==> src/rtl/core/url_form_decoder_assert.svh <==
// Assertion macros shared by the URL form decoder modules.
// Expects signals named clk and rst_n in the including module.
`ifndef URL_FORM_DECODER_ASSERT_SVH
`define URL_FORM_DECODER_ASSERT_SVH

// Same-cycle implication, checked outside reset
`define UFD_ASSERT_IMPL(label, ante, cons, msg) \
    label: assert property (@(posedge clk) disable iff (!rst_n) (ante) |-> (cons)) \
        else $error(msg);

// Next-cycle implication, checked outside reset
`define UFD_ASSERT_NEXT(label, ante, cons, msg) \
    label: assert property (@(posedge clk) disable iff (!rst_n) (ante) |=> (cons)) \
        else $error(msg);

`endif

==> src/rtl/core/ufd_pkg.sv <==
// Package for the URL form decoder: types, constants and the hex mapping.
// No dependencies.
package ufd_pkg;

    localparam int unsigned FIFO_DEPTH = 4;

    localparam logic [7:0] CHAR_PLUS    = 8'h2B;
    localparam logic [7:0] CHAR_PERCENT = 8'h25;
    localparam logic [7:0] CHAR_SPACE   = 8'h20;
    localparam logic [7:0] CHAR_ZERO    = 8'h30;
    localparam logic [7:0] CHAR_NINE    = 8'h39;
    localparam logic [7:0] CHAR_UPPER_A = 8'h41;
    localparam logic [7:0] CHAR_LOWER_A = 8'h61;
    localparam logic [7:0] CHAR_LOWER_Z = 8'h7A;
    localparam logic [7:0] CASE_OFFSET  = 8'h20;
    localparam logic [7:0] HEX_TEN      = 8'd10;

    typedef enum logic [1:0] {
        PHASE_PLAIN,
        PHASE_HIGH,
        PHASE_LOW
    } phase_t;

    typedef struct packed {
        logic [7:0] out_byte;
        logic       out_last;
    } result_t;

    // Results caused by one item, in delivery order
    typedef struct packed {
        logic [1:0] count;
        result_t    first;
        result_t    second;
    } decode_out_t;

    // Upper-case a letter, then digit or letter offset, 8-bit wraparound
    function automatic logic [7:0] hex_value(input logic [7:0] c);
        logic [7:0] u;
        u = c;
        if (c >= CHAR_LOWER_A && c <= CHAR_LOWER_Z)
        begin
            u = c - CASE_OFFSET;
        end
        if (u >= CHAR_ZERO && u <= CHAR_NINE)
        begin
            return u - CHAR_ZERO;
        end
        return u - CHAR_UPPER_A + HEX_TEN;
    endfunction

endpackage

==> src/rtl/core/ufd_src_if.sv <==
// Source-byte channel: valid/ready handshake with one character per item.
// Depends on nothing.
interface ufd_src_if;
    logic       valid;
    logic       ready;
    logic [7:0] src_char;
    logic       src_last;

    modport source (output valid, output src_char, output src_last, input ready);
    modport sink   (input valid, input src_char, input src_last, output ready);
endinterface

==> src/rtl/core/ufd_out_if.sv <==
// Decoded-byte channel: valid/ready handshake with one byte per item.
// Depends on nothing.
interface ufd_out_if;
    logic       valid;
    logic       ready;
    logic [7:0] out_byte;
    logic       out_last;

    modport source (output valid, output out_byte, output out_last, input ready);
    modport sink   (input valid, input out_byte, input out_last, output ready);
endinterface

==> src/rtl/core/ufd_decode.sv <==
// Escape state machine and per-character decode of the URL form decoder.
// Depends on ufd_pkg and url_form_decoder_assert.svh.
`include "url_form_decoder_assert.svh"

module ufd_decode (
    input  logic                clk,
    input  logic                rst_n,
    input  logic                fire,
    input  logic [7:0]          item_char,
    input  logic                item_last,
    output ufd_pkg::decode_out_t dec
);

    ufd_pkg::phase_t phase_reg, phase_next;
    logic [3:0]      high_reg, high_next;
    logic [7:0]      hex_val;

    assign hex_val = ufd_pkg::hex_value(item_char);

    // Next state of the escape machine
    always_comb
    begin
        phase_next = phase_reg;
        high_next  = high_reg;
        unique case (phase_reg)
            ufd_pkg::PHASE_HIGH:
            begin
                high_next  = hex_val[3:0];
                phase_next = ufd_pkg::PHASE_LOW;
            end
            ufd_pkg::PHASE_LOW:
            begin
                phase_next = ufd_pkg::PHASE_PLAIN;
            end
            default:
            begin
                if (item_char == ufd_pkg::CHAR_PERCENT)
                begin
                    phase_next = ufd_pkg::PHASE_HIGH;
                end
                else
                begin
                    phase_next = ufd_pkg::PHASE_PLAIN;
                end
            end
        endcase
        // end of string returns to the start state
        if (item_last)
        begin
            phase_next = ufd_pkg::PHASE_PLAIN;
            high_next  = '0;
        end
    end

    always_ff @(posedge clk or negedge rst_n)
    begin
        if (!rst_n)
        begin
            phase_reg <= ufd_pkg::PHASE_PLAIN;
            high_reg  <= '0;
        end
        else if (fire)
        begin
            phase_reg <= phase_next;
            high_reg  <= high_next;
        end
    end

    // Results of the current item
    always_comb
    begin
        logic       have;
        logic [7:0] data;
        have = 1'b0;
        data = '0;
        unique case (phase_reg)
            ufd_pkg::PHASE_HIGH:
            begin
                have = 1'b0;
            end
            ufd_pkg::PHASE_LOW:
            begin
                have = 1'b1;
                data = {high_reg, 4'h0} + hex_val;
            end
            default:
            begin
                if (item_char == ufd_pkg::CHAR_PERCENT)
                begin
                    have = 1'b0;
                end
                else if (item_char == ufd_pkg::CHAR_PLUS)
                begin
                    have = 1'b1;
                    data = ufd_pkg::CHAR_SPACE;
                end
                else
                begin
                    have = 1'b1;
                    data = item_char;
                end
            end
        endcase

        dec.second = '{out_byte: 8'h00, out_last: 1'b1};
        if (have)
        begin
            dec.first = '{out_byte: data, out_last: 1'b0};
            dec.count = item_last ? 2'd2 : 2'd1;
        end
        else
        begin
            dec.first = '{out_byte: 8'h00, out_last: 1'b1};
            dec.count = item_last ? 2'd1 : 2'd0;
        end
    end

    `UFD_ASSERT_NEXT(a_last_resets_state, fire && item_last,
        phase_reg == ufd_pkg::PHASE_PLAIN && high_reg == 4'h0,
        "state not cleared after last character")
    `UFD_ASSERT_NEXT(a_high_then_low, fire && !item_last && phase_reg == ufd_pkg::PHASE_HIGH,
        phase_reg == ufd_pkg::PHASE_LOW, "escape did not move to low nibble")
    `UFD_ASSERT_IMPL(a_last_yields_result, fire && item_last, dec.count != 2'd0,
        "last character produced no terminator")

endmodule

==> src/rtl/core/ufd_result_fifo.sv <==
// Small result queue: takes up to two results per cycle, delivers one.
// Depends on ufd_pkg, ufd_out_if and url_form_decoder_assert.svh.
`include "url_form_decoder_assert.svh"

module ufd_result_fifo #(
    parameter int unsigned DEPTH = ufd_pkg::FIFO_DEPTH
) (
    input  logic                          clk,
    input  logic                          rst_n,
    input  logic [1:0]                    push_n,
    input  ufd_pkg::result_t              push_first,
    input  ufd_pkg::result_t              push_second,
    output logic [$clog2(DEPTH + 1)-1:0]  free_slots,
    ufd_out_if.source                     dst
);

    localparam int unsigned PTR_W = $clog2(DEPTH);
    localparam int unsigned CNT_W = $clog2(DEPTH + 1);
    localparam logic [PTR_W-1:0] PTR_MAX = PTR_W'(DEPTH - 1);
    localparam logic [CNT_W-1:0] CNT_MAX = CNT_W'(DEPTH);

    ufd_pkg::result_t fifo_mem_reg [DEPTH];
    logic [PTR_W-1:0] wr_ptr_reg, wr_ptr_next;
    logic [PTR_W-1:0] rd_ptr_reg, rd_ptr_next;
    logic [CNT_W-1:0] count_reg, count_next;
    logic [PTR_W-1:0] wr_ptr_plus1;
    logic             pop;

    function automatic logic [PTR_W-1:0] ptr_inc(input logic [PTR_W-1:0] p);
        return (p == PTR_MAX) ? '0 : p + 1'b1;
    endfunction

    assign wr_ptr_plus1 = ptr_inc(wr_ptr_reg);
    assign pop          = dst.valid && dst.ready;
    assign free_slots   = CNT_MAX - count_reg;

    // Output side
    assign dst.valid    = (count_reg != '0);
    assign dst.out_byte = fifo_mem_reg[rd_ptr_reg].out_byte;
    assign dst.out_last = fifo_mem_reg[rd_ptr_reg].out_last;

    // Pointer and fill updates
    always_comb
    begin
        unique case (push_n)
            2'd1:    wr_ptr_next = wr_ptr_plus1;
            2'd2:    wr_ptr_next = ptr_inc(wr_ptr_plus1);
            default: wr_ptr_next = wr_ptr_reg;
        endcase
        rd_ptr_next = pop ? ptr_inc(rd_ptr_reg) : rd_ptr_reg;
        count_next  = count_reg + CNT_W'(push_n) - CNT_W'(pop);
    end

    always_ff @(posedge clk or negedge rst_n)
    begin
        if (!rst_n)
        begin
            wr_ptr_reg <= '0;
            rd_ptr_reg <= '0;
            count_reg  <= '0;
        end
        else
        begin
            wr_ptr_reg <= wr_ptr_next;
            rd_ptr_reg <= rd_ptr_next;
            count_reg  <= count_next;
        end
    end

    // Storage, no reset
    always_ff @(posedge clk)
    begin
        if (push_n != 2'd0)
        begin
            fifo_mem_reg[wr_ptr_reg] <= push_first;
        end
        if (push_n == 2'd2)
        begin
            fifo_mem_reg[wr_ptr_plus1] <= push_second;
        end
    end

    `UFD_ASSERT_IMPL(a_no_overflow, push_n != 2'd0, CNT_W'(push_n) <= free_slots,
        "result queue overflow")
    `UFD_ASSERT_IMPL(a_count_bound, 1'b1, count_reg <= CNT_MAX,
        "result count beyond depth")
    `UFD_ASSERT_NEXT(a_count_track, 1'b1,
        count_reg == $past(count_reg) + CNT_W'($past(push_n)) - CNT_W'($past(pop)),
        "result count out of step")

endmodule

==> src/rtl/core/url_form_decoder.sv <==
// URL form decoder, top level: input register, decode, result queue.
// An accepted character waits in the input register, its bytes in the queue.
// Throughput: one character per cycle; a last character with a byte gives two
// results, sent one per ready cycle; input stalls while the queue lacks room.
// Reset (rst_n, async, active low) clears escape state, handshakes and queue.
// Depends on ufd_pkg, ufd_src_if, ufd_out_if, ufd_decode, ufd_result_fifo.
module url_form_decoder #(
    parameter int unsigned FIFO_DEPTH = ufd_pkg::FIFO_DEPTH
) (
    input  logic      clk,
    input  logic      rst_n,
    ufd_src_if.sink   src,
    ufd_out_if.source dst
);

    localparam int unsigned CNT_W = $clog2(FIFO_DEPTH + 1);

    logic                 in_valid_reg;
    logic [7:0]           in_char_reg;
    logic                 in_last_reg;
    logic                 fire;
    logic [1:0]           push_n;
    logic [CNT_W-1:0]     free_slots;
    ufd_pkg::decode_out_t dec;

    // Item leaves the input register once its results fit in the queue
    assign fire      = in_valid_reg && (CNT_W'(dec.count) <= free_slots);
    assign push_n    = fire ? dec.count : 2'd0;
    assign src.ready = !in_valid_reg || fire;

    // Input register
    always_ff @(posedge clk or negedge rst_n)
    begin
        if (!rst_n)
        begin
            in_valid_reg <= 1'b0;
        end
        else if (src.ready)
        begin
            in_valid_reg <= src.valid;
        end
    end

    always_ff @(posedge clk)
    begin
        if (src.ready && src.valid)
        begin
            in_char_reg <= src.src_char;
            in_last_reg <= src.src_last;
        end
    end

    ufd_decode u_decode (
        .clk       (clk),
        .rst_n     (rst_n),
        .fire      (fire),
        .item_char (in_char_reg),
        .item_last (in_last_reg),
        .dec       (dec)
    );

    ufd_result_fifo #(
        .DEPTH (FIFO_DEPTH)
    ) u_result_fifo (
        .clk         (clk),
        .rst_n       (rst_n),
        .push_n      (push_n),
        .push_first  (dec.first),
        .push_second (dec.second),
        .free_slots  (free_slots),
        .dst         (dst)
    );

endmodule

==> src/flat_wrapper.sv <==
// flat-port wrapper written by rule: the top's interface ports become plain ports
module url_form_decoder_flat 
#(
    parameter int unsigned FIFO_DEPTH = ufd_pkg::FIFO_DEPTH
)
  (clk, rst_n, src_valid, src_src_char, src_src_last, src_ready, dst_valid, dst_out_byte, dst_out_last, dst_ready);
  ufd_src_if src_i ();
  ufd_out_if dst_i ();
  input  logic clk;
  input  logic rst_n;
  input wire logic [$bits(src_i.valid)-1:0] src_valid;
  input wire logic [$bits(src_i.src_char)-1:0] src_src_char;
  input wire logic [$bits(src_i.src_last)-1:0] src_src_last;
  output wire logic [$bits(src_i.ready)-1:0] src_ready;
  output wire logic [$bits(dst_i.valid)-1:0] dst_valid;
  output wire logic [$bits(dst_i.out_byte)-1:0] dst_out_byte;
  output wire logic [$bits(dst_i.out_last)-1:0] dst_out_last;
  input wire logic [$bits(dst_i.ready)-1:0] dst_ready;
  assign src_i.valid = src_valid;
  assign src_i.src_char = src_src_char;
  assign src_i.src_last = src_src_last;
  assign src_ready = src_i.ready;
  assign dst_valid = dst_i.valid;
  assign dst_out_byte = dst_i.out_byte;
  assign dst_out_last = dst_i.out_last;
  assign dst_i.ready = dst_ready;
  url_form_decoder #(.FIFO_DEPTH(FIFO_DEPTH)) u_core (.clk(clk), .rst_n(rst_n), .src(src_i), .dst(dst_i));
endmodule
==> config.mk <==
export PLATFORM = sky130hd
export DESIGN_NAME = url_form_decoder_flat
export DESIGN_NICKNAME = d
export VERILOG_FILES = /design/src/rtl/core/ufd_pkg.sv /design/src/rtl/core/ufd_src_if.sv /design/src/rtl/core/ufd_out_if.sv /design/src/rtl/core/ufd_decode.sv /design/src/rtl/core/ufd_result_fifo.sv /design/src/rtl/core/url_form_decoder.sv /design/src/flat_wrapper.sv
export VERILOG_INCLUDE_DIRS = /design/src /design/src/rtl/core
export SDC_FILE = /design/constraint.sdc
export NUM_CORES = 1
export LEC_CHECK = 0
export BUFFER_PORTS_ARGS = -buffer_cell sky130_fd_sc_hd__buf_2
export CAP_MARGIN = 20
export CORE_UTILIZATION = 55
export CTS_CLUSTER_DIAMETER = 120
export DETAILED_ROUTE_END_ITERATION = 7
export GPL_TIMING_DRIVEN = 0
export MAX_ROUTING_LAYER = met4
export PLACE_DENSITY_LB_ADDON = 0.2
export SETUP_SLACK_MARGIN = 0.4
export SLEW_MARGIN = 20
export SYNTH_ARGS = -nofsm -noshare
export SYNTH_HDL_FRONTEND = slang
export SYNTH_SLANG_ARGS = --single-unit
==> constraint.sdc <==
create_clock -name clk -period 3.5 [get_ports clk]
set_input_delay 0.7 -clock clk [delete_from_list [all_inputs] [get_ports clk]]
set_output_delay 0.7 -clock clk [all_outputs]
set_load 0.02 [all_outputs]
==> qor.yml, run 1 <==
clocking:
  cts_sinks: 59
  cts_buffers: 9
  max-clock-path-buffers: 2
  htree_levels: 3
  clk_pin_slew_worst_paths_ns: 0.08
  cts-root-buf: "clkbuf_8"
  cts_tree: "built"
  worstSkewPairLatency_ns: 0.36
  cts.hold.buffers_added: 0
detailed_routing:
  via_per_inst: 6.90
  route.met3.wl_um: 1370
  dr.max_layer_used: "met4"
  drt_iter0_drc: 535
  wl_met2_um: 5970
  routed_wl_um: 12900
  dr.pass1.iters: 5
  vias: 3689
  wl_per_cell_um: 24.2
  drc: 0
  ant_nets: 0
  m1WireLength_um: 4780
layout:
  fillers: 270
  drive_gt1_share_pct: 53.5
  final_nets: 500
  fin_util_pct: 86.8
  largest_reg_flops: 36
  final_cell_area_sq_um: 5290
  syn_to_final_growth_pct: 48.3
  diodes: 0
floorplan:
  core_area_sq_um: 6100
  io_pins: 24
  initial_utilization_pct: 58.5
  dieArea_sq_um: 6810
  fp.dieH_um: 82.5
  rows: 28
  die_w_um: 82.5
critical_path:
  worstPathRequired_ns: 3.72
  reg2reg_slack_ns: -0.30
  worstRegToRegCells: 17
  reg2reg_to: "u_core.u_result_fifo.fifo_mem_reg[1][8]"
  endpoint: "u_core.u_result_fifo.fifo_mem_reg[1][8]"
  reg2reg_from: "u_core.in_char_reg[0]"
  worstSetupStartpointType: "register"
  path_class: "reg -> reg"
  critPathArrivalTime_ns: 4.02
  endpoint_kind: "register"
  crit_path_start: "u_core.in_char_reg[0]"
  worstPathMaxFanout: 4
global_route:
  grt_pass1_vias: 3325
  grt_max_degree: 15
  antenna_found_initial: 0
  grt_overflow: 0
  grtUsageTotal_pct: 35.2
  grt_pass1_wl_um: 16600
outcome:
  violations: "setup timing"
  status: "complete, but fails checks"
pwr:
  comb_power_share_pct: 65.4
  switching_power_uw: 2520
  internal-power_uw: 3090
  p_leak_uw: 0.00229
  switching_share_pct: 45.0
  p_seq_share_pct: 22.6
  clkPwrFrac_pct: 12.0
  ir_drop_v: 0.000715
  p_per_area_nw_per_um2: 1060
  finalPower_uw: 5610
logic_synthesis:
  ys_types: 63
  netlist_area_sq_um: 3570
  synth_top_area_share_pct: 20.2
  syn_nets: 410
  synth.area.top_cells: "dfxtp_1 (20%), ha_1 (11%), dfrtp_1 (9.8%), edfxtp_1 (7.6%), mux4_2 (5.7%)"
  avgSynthCellArea_sq_um: 9.77
  synth_largest_area_cell: "dfxtp_1"
  ys_ff_latch: 59
  synth_edf_count: 9
  synth-seq-area-share_pct: 37.6
  synth_warnings: 0
  async_reset_ff_share_pct: 23.7
  netlist_instances: 365
  synth_ff_type: "dfxtp_1"
place:
  place_congestion: 0.955
  dp_hpwl_um: 6340
  portBuffers: 23
  dp_worst_setup_slack_ns: -0.464
  placed_area_sq_um: 4070
sta:
  fin_ws_ns: -0.302
  finalSetupViolCount: 4
  final.min_clock_period_ns: 3.80
  finalClockSkew_ns: 0.0214
  max_clock_freq_ghz: 0.263
  hold_viol: 0
  worst_slew_pin_slew_ns: 0.835
  rsz0062_at_grt: "true"
  slew_viol_final: 0
  period_share_pct: 109
  relSlewSlack_pct: 44.3
flow_run:
  cap_violations: 0
min_path:
  min_path_type: "in -> async"
==> power groups by stage <==
stage	clock network [uW]	registers [uW]	logic (uW)
6_report	675	1270	3670
5_1_grt	696	1290	3890
3_5_place_dp	0	1230	2390
2_1_floorplan	0	1160	1920
3_3_place_gp	0	1210	2300
4_1_cts	646	1220	3070
==> placed cells by master, fill, tap and decap left out, drive strengths merged, types with 13 or more instances in the layout <==
cell type	n
dfrtp	14
ha	30
a31oi	14
a211oi	13
buf	91
a21oi	20
inv	30
clkbuf	14
nor2	21
nand2	35
o21ai	21
dfxtp	36
==> cells by family (layout without fill, tap and decap cells) <==
logic type      after synthesis  after routing  share of synthesized area, %
simple gates                102            102                          14.9
compound gates               99             99                          19.8
flops                        59             59                          37.6
buf+inv                      44            139                          4.91
fa+ha+maj                    32             32                          11.6
mux                          20             20                          8.87
xor+xnor                      9              9                          2.21
==> how the worst min path moves through the flow <==
stage | startpoint | end | slack, ns | cells past startpoint
5_1_grt | rst_n | u_core.u_result_fifo.wr_ptr_reg[0] | 0.25 | 1
4_1_cts | rst_n | u_core.u_result_fifo.wr_ptr_reg[0] | 0.25 | 1
3_5_place_dp | u_core.u_result_fifo.fifo_mem_reg[2][5] | u_core.u_result_fifo.fifo_mem_reg[2][5] | 0.44 | 2
2_1_floorplan | rst_n | u_core.in_valid_reg | 0.40 | 0
6_report | rst_n | u_core.u_result_fifo.wr_ptr_reg[0] | 0.24 | 1
3_3_place_gp | u_core.u_result_fifo.fifo_mem_reg[1][5] | u_core.u_result_fifo.fifo_mem_reg[1][5] | 0.44 | 2
==> metrics by stage <==
stage / setup TNS [ns] / hold WS [ns] / std cells
global route: -2.01 / 0.254 / 535
global placement: -5.19 / 0.445 / 463
finish: -1.15 / 0.237 / 535
CTS: -0.268 / 0.255 / 518
detailed placement: -8.13 / 0.445 / 463
floorplan: 0 / 0.404 / 365
==> cells in the mapped netlist, types with 3 or more instances <==
master / n
and3_1: 4
a31oi_1: 14
edfxtp_1: 9
ha_1: 30
nand3b_1: 3
mux4_2: 9
clkbuf_1: 9
a211oi_1: 12
nor2_1: 20
mux2_2: 3
and2_1: 5
nand2_1: 35
dfxtp_1: 36
o21ai_0: 19
nor2b_1: 8
mux2i_1: 8
xnor2_1: 6
nor4_1: 3
dfrtp_1: 14
nand2b_1: 5
nand3_1: 6
o41ai_1: 5
o211ai_1: 5
xor2_1: 3
a21oi_1: 19
inv_1: 29
==> critical path: stages, from the launching register on <==
cell,delay (ns)
edfxtp_1,0.50
inv_2,0.13
ha_4,0.14
nor2b_4,0.04
o211ai_4,0.22
buf_4,0.17
nand2_1,0.14
o31ai_4,0.36
nand3_4,0.15
mux2_4,0.34
ha_4,0.21
a21o_1,0.16
a21oi_2,0.16
xor2_2,0.20
xnor2_2,0.17
nor3_2,0.08
o21ai_2,0.36
a31oi_1,0.16
==> routing by layer <==
metal | global-route usage [%] | vias up
li1 | - | 1513
met1 | 42.1 | 1758
met2 | 56.4 | 303
met3 | 8.02 | 115
met4 | 16.2 | 0
met5 | - | -
==> final cells by class <==
type,instances,area [sq um],share of cell area (%)
buffer,14,141,2.67
multi-input combinational,262,2750,52.0
sequential,59,1340,25.4
tap,75,93.8,1.77
clock inverter,4,30.0,0.568
clock buffer,12,178,3.36
inverter,30,118,2.22
timing repair buffer,79,637,12.0
==> timing repair <==
item | CTS | global route
setup buffers | 34 | 17
gates resized for setup | 93 | 60
pin swaps | 43 | 28
endpoints found under the hold margin | 0 | 0
cloned | 5 | 0
endpoints found under the setup margin | 55 | 54
(Power assumes the default switching activity.)
==> inputs of run 2 (changes only) <==
--- a/config.mk
+++ b/config.mk
@@ -8,7 +8,7 @@
 export LEC_CHECK = 0
 export BUFFER_PORTS_ARGS = -buffer_cell sky130_fd_sc_hd__buf_2
 export CAP_MARGIN = 20
-export CORE_UTILIZATION = 55
+export CORE_UTILIZATION = 60
 export CTS_CLUSTER_DIAMETER = 120
 export DETAILED_ROUTE_END_ITERATION = 7
 export GPL_TIMING_DRIVEN = 0
@@ -18,4 +18,5 @@
 export SLEW_MARGIN = 20
 export SYNTH_ARGS = -nofsm -noshare
 export SYNTH_HDL_FRONTEND = slang
+export SYNTH_HIERARCHICAL = 1
 export SYNTH_SLANG_ARGS = --single-unit
==> constraint.sdc (replaced) <==
create_clock -name clk -period 3.6 [get_ports clk]
set_input_delay 0.72 -clock clk [delete_from_list [all_inputs] [get_ports clk]]
set_output_delay 0.72 -clock clk [all_outputs]
set_load 0.02 [all_outputs]
==> run 2 against run 1 <==
  * The flow still finishes with violations (setup timing)
  * Sequential share of layout area increased by 10 points
  * Clock-buffer cell count increased by 2
  * Register-to-register slack got worse by 0.20 ns
==> qor.yml, run 2 <==
logic_synthesis:
  netlist_area_sq_um: 3830  # was 3570 sq um
  synth-seq-area-share_pct: 44.4  # was 37.6%
  synth_top_area_share_pct: 35.3  # was 20.2%
  synth_top_family_by_area: "multiplexers"  # was compound AO/OA/AOI/OAI gates
  synth_largest_area_cell: "edfxtp_1"  # was dfxtp_1
  synth_mux_area_share_pct: 17.7  # was 8.87%
  synth-adder-area-share_pct: 10.8  # was 11.6%
  synth_xor_area_share_pct: 2.51  # was 2.21%
  synthSimpleGateAreaFrac_pct: 8.69  # was 14.9%
  ys_ff_latch: 59  # unchanged
  synth_compound_area_share_pct: 8.82  # was 19.8%
  async_reset_ff_share_pct: 23.7  # unchanged
  netlist_instances: 305  # was 365
  synth.most_common_cell: "edfxtp_1"  # was dfxtp_1
  synth_warnings: 6  # was 0
  synth_ff_type: "edfxtp_1"  # was dfxtp_1
  ys_types: 61  # was 63
  synth.area.top_cells: "edfxtp_1 (35%), mux2_2 (11%), ha_1 (9.8%), dfrtp_1 (9.1%), mux4_2 (4.7%)"  # was dfxtp_1 (20%), ha_1 (11%), dfrtp_1 (9.8%), edfxtp_1 (7.6%), mux4_2 (5.7%)
  synth_common_cells: "edfxtp_1 (45), mux2_2 (38), inv_1 (31), ha_1 (30), nand2_1 (15)"  # was dfxtp_1 (36), nand2_1 (35), ha_1 (30), inv_1 (29), nor2_1 (20)
  synth_edf_count: 45  # was 9
  avgSynthCellArea_sq_um: 12.6  # was 9.77 sq um
layout:
  largest_reg_flops: 36  # unchanged
  diodes: 0  # unchanged
  final_nets: 415  # was 500
  final_common_cell: "edfxtp_1"  # was buf_4
  final_cell_area_sq_um: 4770  # was 5290 sq um
  mostFrequentLayoutCells: "edfxtp_1 (45), mux2_2 (36), inv_1 (30), buf_4 (30)"  # was buf_4 (38), dfxtp_1 (36), buf_2 (24), nand2_1 (21), inv_1 (20)
  fin_util_pct: 79.1  # was 86.8%
  syn_to_final_growth_pct: 24.5  # was 48.3%
  drive_gt1_share_pct: 43.5  # was 53.5%
critical_path:
  path_class: "reg -> reg"  # unchanged
  critPathArrivalTime_ns: 4.18  # was 4.02 ns
  worstPathMaxFanout: 5  # was 4
  worstSetupStartpointType: "register"  # unchanged
  worstPathRequired_ns: 3.67  # was 3.72 ns
  endpoint_kind: "register"  # unchanged
global_route:
  grt_max_degree: 15  # unchanged
  grt_pass1_wl_um: 12900  # was 16600 um
  grt_pass1_vias: 2688  # was 3325
  antenna_found_initial: 0  # unchanged
  grtUsageTotal_pct: 27.6  # was 35.2%
  grt_overflow: 0  # unchanged
min_path:
  min_path_type: "in -> async"  # unchanged
detailed_routing:
  via_per_inst: 5.82  # was 6.90
  drc: 0  # unchanged
  dr.pass1.iters: 4  # was 5
  drt_iter0_drc: 126  # was 535
  routed_wl_um: 8170  # was 12900 um
  ant_nets: 0  # unchanged
  vias: 2621  # was 3689
  wl_per_cell_um: 18.2  # was 24.2 um
floorplan:
  die_w_um: 81.9  # was 82.5 um
  fp.dieH_um: 81.9  # was 82.5 um
  dieArea_sq_um: 6710  # was 6810 sq um
  core_area_sq_um: 6030  # was 6100 sq um
  io_pins: 24  # unchanged
  initial_utilization_pct: 63.6  # was 58.5%
  rows: 28  # unchanged
clocking:
  cts_tree: "built"  # unchanged
  cts_sinks: 59  # unchanged
  cts_buffers: 9  # unchanged
  cts.hold.buffers_added: 0  # unchanged
  cts-root-buf: "clkbuf_8"  # unchanged
  max-clock-path-buffers: 2  # unchanged
  worstSkewPairLatency_ns: 0.33  # was 0.36 ns
  clk_pin_slew_worst_paths_ns: 0.07  # was 0.08 ns
  htree_levels: 3  # unchanged
pwr:
  ir_drop_v: 0.000681  # was 0.000715 V
  p_per_area_nw_per_um2: 837  # was 1060 nW/um^2
  p_leak_uw: 0.00196  # was 0.00229 uW
sta:
  worst_slew_pin_slew_ns: 0.544  # was 0.835 ns
  relSlewSlack_pct: 63.4  # was 44.3%
  max_clock_freq_ghz: 0.244  # was 0.263 GHz
  final.min_clock_period_ns: 4.10  # was 3.80 ns
  rsz0062_at_grt: "true"  # unchanged
  slew_viol_final: 0  # unchanged
  period_share_pct: 114  # was 109%
  finalSetupViolCount: 13  # was 4
  fin_ws_ns: -0.505  # was -0.302 ns
  finalClockSkew_ns: 0.00705  # was 0.0214 ns
  hold_viol: 0  # unchanged
outcome:
  status: "complete, but fails checks"  # unchanged
  violations: "setup timing"  # unchanged
place:
  portBuffers: 23  # unchanged
  dp_worst_setup_slack_ns: -0.623  # was -0.464 ns
  place_congestion: 0.870  # was 0.955
  dp_hpwl_um: 5090  # was 6340 um
  placed_area_sq_um: 4250  # was 4070 sq um
flow_run:
  cap_violations: 0  # unchanged
==> run 2: what timing repair did <==
action / CTS / global route
pin swaps: 14 / 4
gates resized for setup: 14 / 5
endpoints found under the hold margin: 0 / 0
endpoints found under the setup margin: 77 / 81
buffers inserted: 21 / 3
==> run 2: power breakdown <==
| part | internal (uW) | switching [uW] | total (uW) |
|---|---|---|---|
| clock | 358 | 260 | 618 |
| combinational | 1020 | 1170 | 2200 |
| sequential | 1070 | 109 | 1170 |
| total | 2450 | 1540 | 3990 |
==> run 2: worst paths after layout <==
kind / start / depth (start not counted) / endpoint / slack, ns
setup / recovery: u_core/in_char_reg[0] / 19 / u_core/u_result_fifo/fifo_mem_reg[2][8] / -0.50
hold / removal: rst_n / 1 / u_core/u_result_fifo/rd_ptr_reg[0] / 0.27
setup reg to reg: u_core/in_char_reg[0] / 19 / u_core/u_result_fifo/fifo_mem_reg[2][8] / -0.50
hold reg to reg: u_core/u_decode/high_reg[2] / 2 / u_core/u_decode/high_reg[2] / 0.55
max in group asynchronous: rst_n / 1 / u_core/u_result_fifo/wr_ptr_reg[0] / 3.08
min in group clk: u_core/u_decode/high_reg[2] / 2 / u_core/u_decode/high_reg[2] / 0.55
==> run 2: critical path: stages (launching register included) <==
cell,delay (ns)
edfxtp_1,0.41
clkbuf_8,0.17
inv_4,0.07
ha_4,0.13
nor4b_4,0.24
o31ai_2,0.09
a21oi_2,0.21
ha_4,0.20
a31oi_4,0.04
a31o_4,0.23
or3_4,0.33
buf_6,0.14
mux2_4,0.30
ha_4,0.21
a21o_1,0.16
a21oi_2,0.14
xor2_1,0.18
and3_1,0.23
o31ai_4,0.09
mux2_2,0.28
==> run 2: area by class of cell <==
| type | instances | area [sq um] |
|---|---|---|
| multi-input cells | 204 | 2150 |
| flip-flops and latches | 59 | 1700 |
| fillers | 349 | 1260 |
| repair buffers | 47 | 340 |
| clock buffers | 14 | 163 |
| plain buffers | 18 | 161 |
| inverters | 31 | 119 |
| well taps | 75 | 93.8 |
| clock inverters | 2 | 35.0 |
==> run 2: logic make-up (layout without fill, tap and decap cells) <==
kind of cell / Yosys count / after routing
AO/OA/AOI/OAI: 47 / 47
XOR/XNOR: 11 / 11
adder cells (fa/ha/maj): 32 / 32
buffers and inverters: 49 / 112
flip-flops: 59 / 59
multiplexers: 51 / 51
other: 2 / 9
AND/OR/NAND/NOR: 54 / 54
==> run 2: stage by stage <==
stage	cells	hold WS, ns	total power, uW	TNS (ns)
floorplan	312	0.424	2680	-2.75
global placement	410	0.513	3030	-6.41
detailed placement	410	0.535	3090	-6.71
CTS	447	0.281	3940	-3.98
global route	450	0.306	4230	-16.36
finish	450	0.273	3990	-5.05
==> run 2: routing by layer <==
metal	track usage [%]	share of wire (%)	up-vias	wire length [um]
li1	-	-	1237	-
met1	31.0	41	1258	3370
met2	46.9	52	98	4240
met3	5.11	3.8	28	307
met4	13.5	3.1	0	250
met5	-	0	-	0
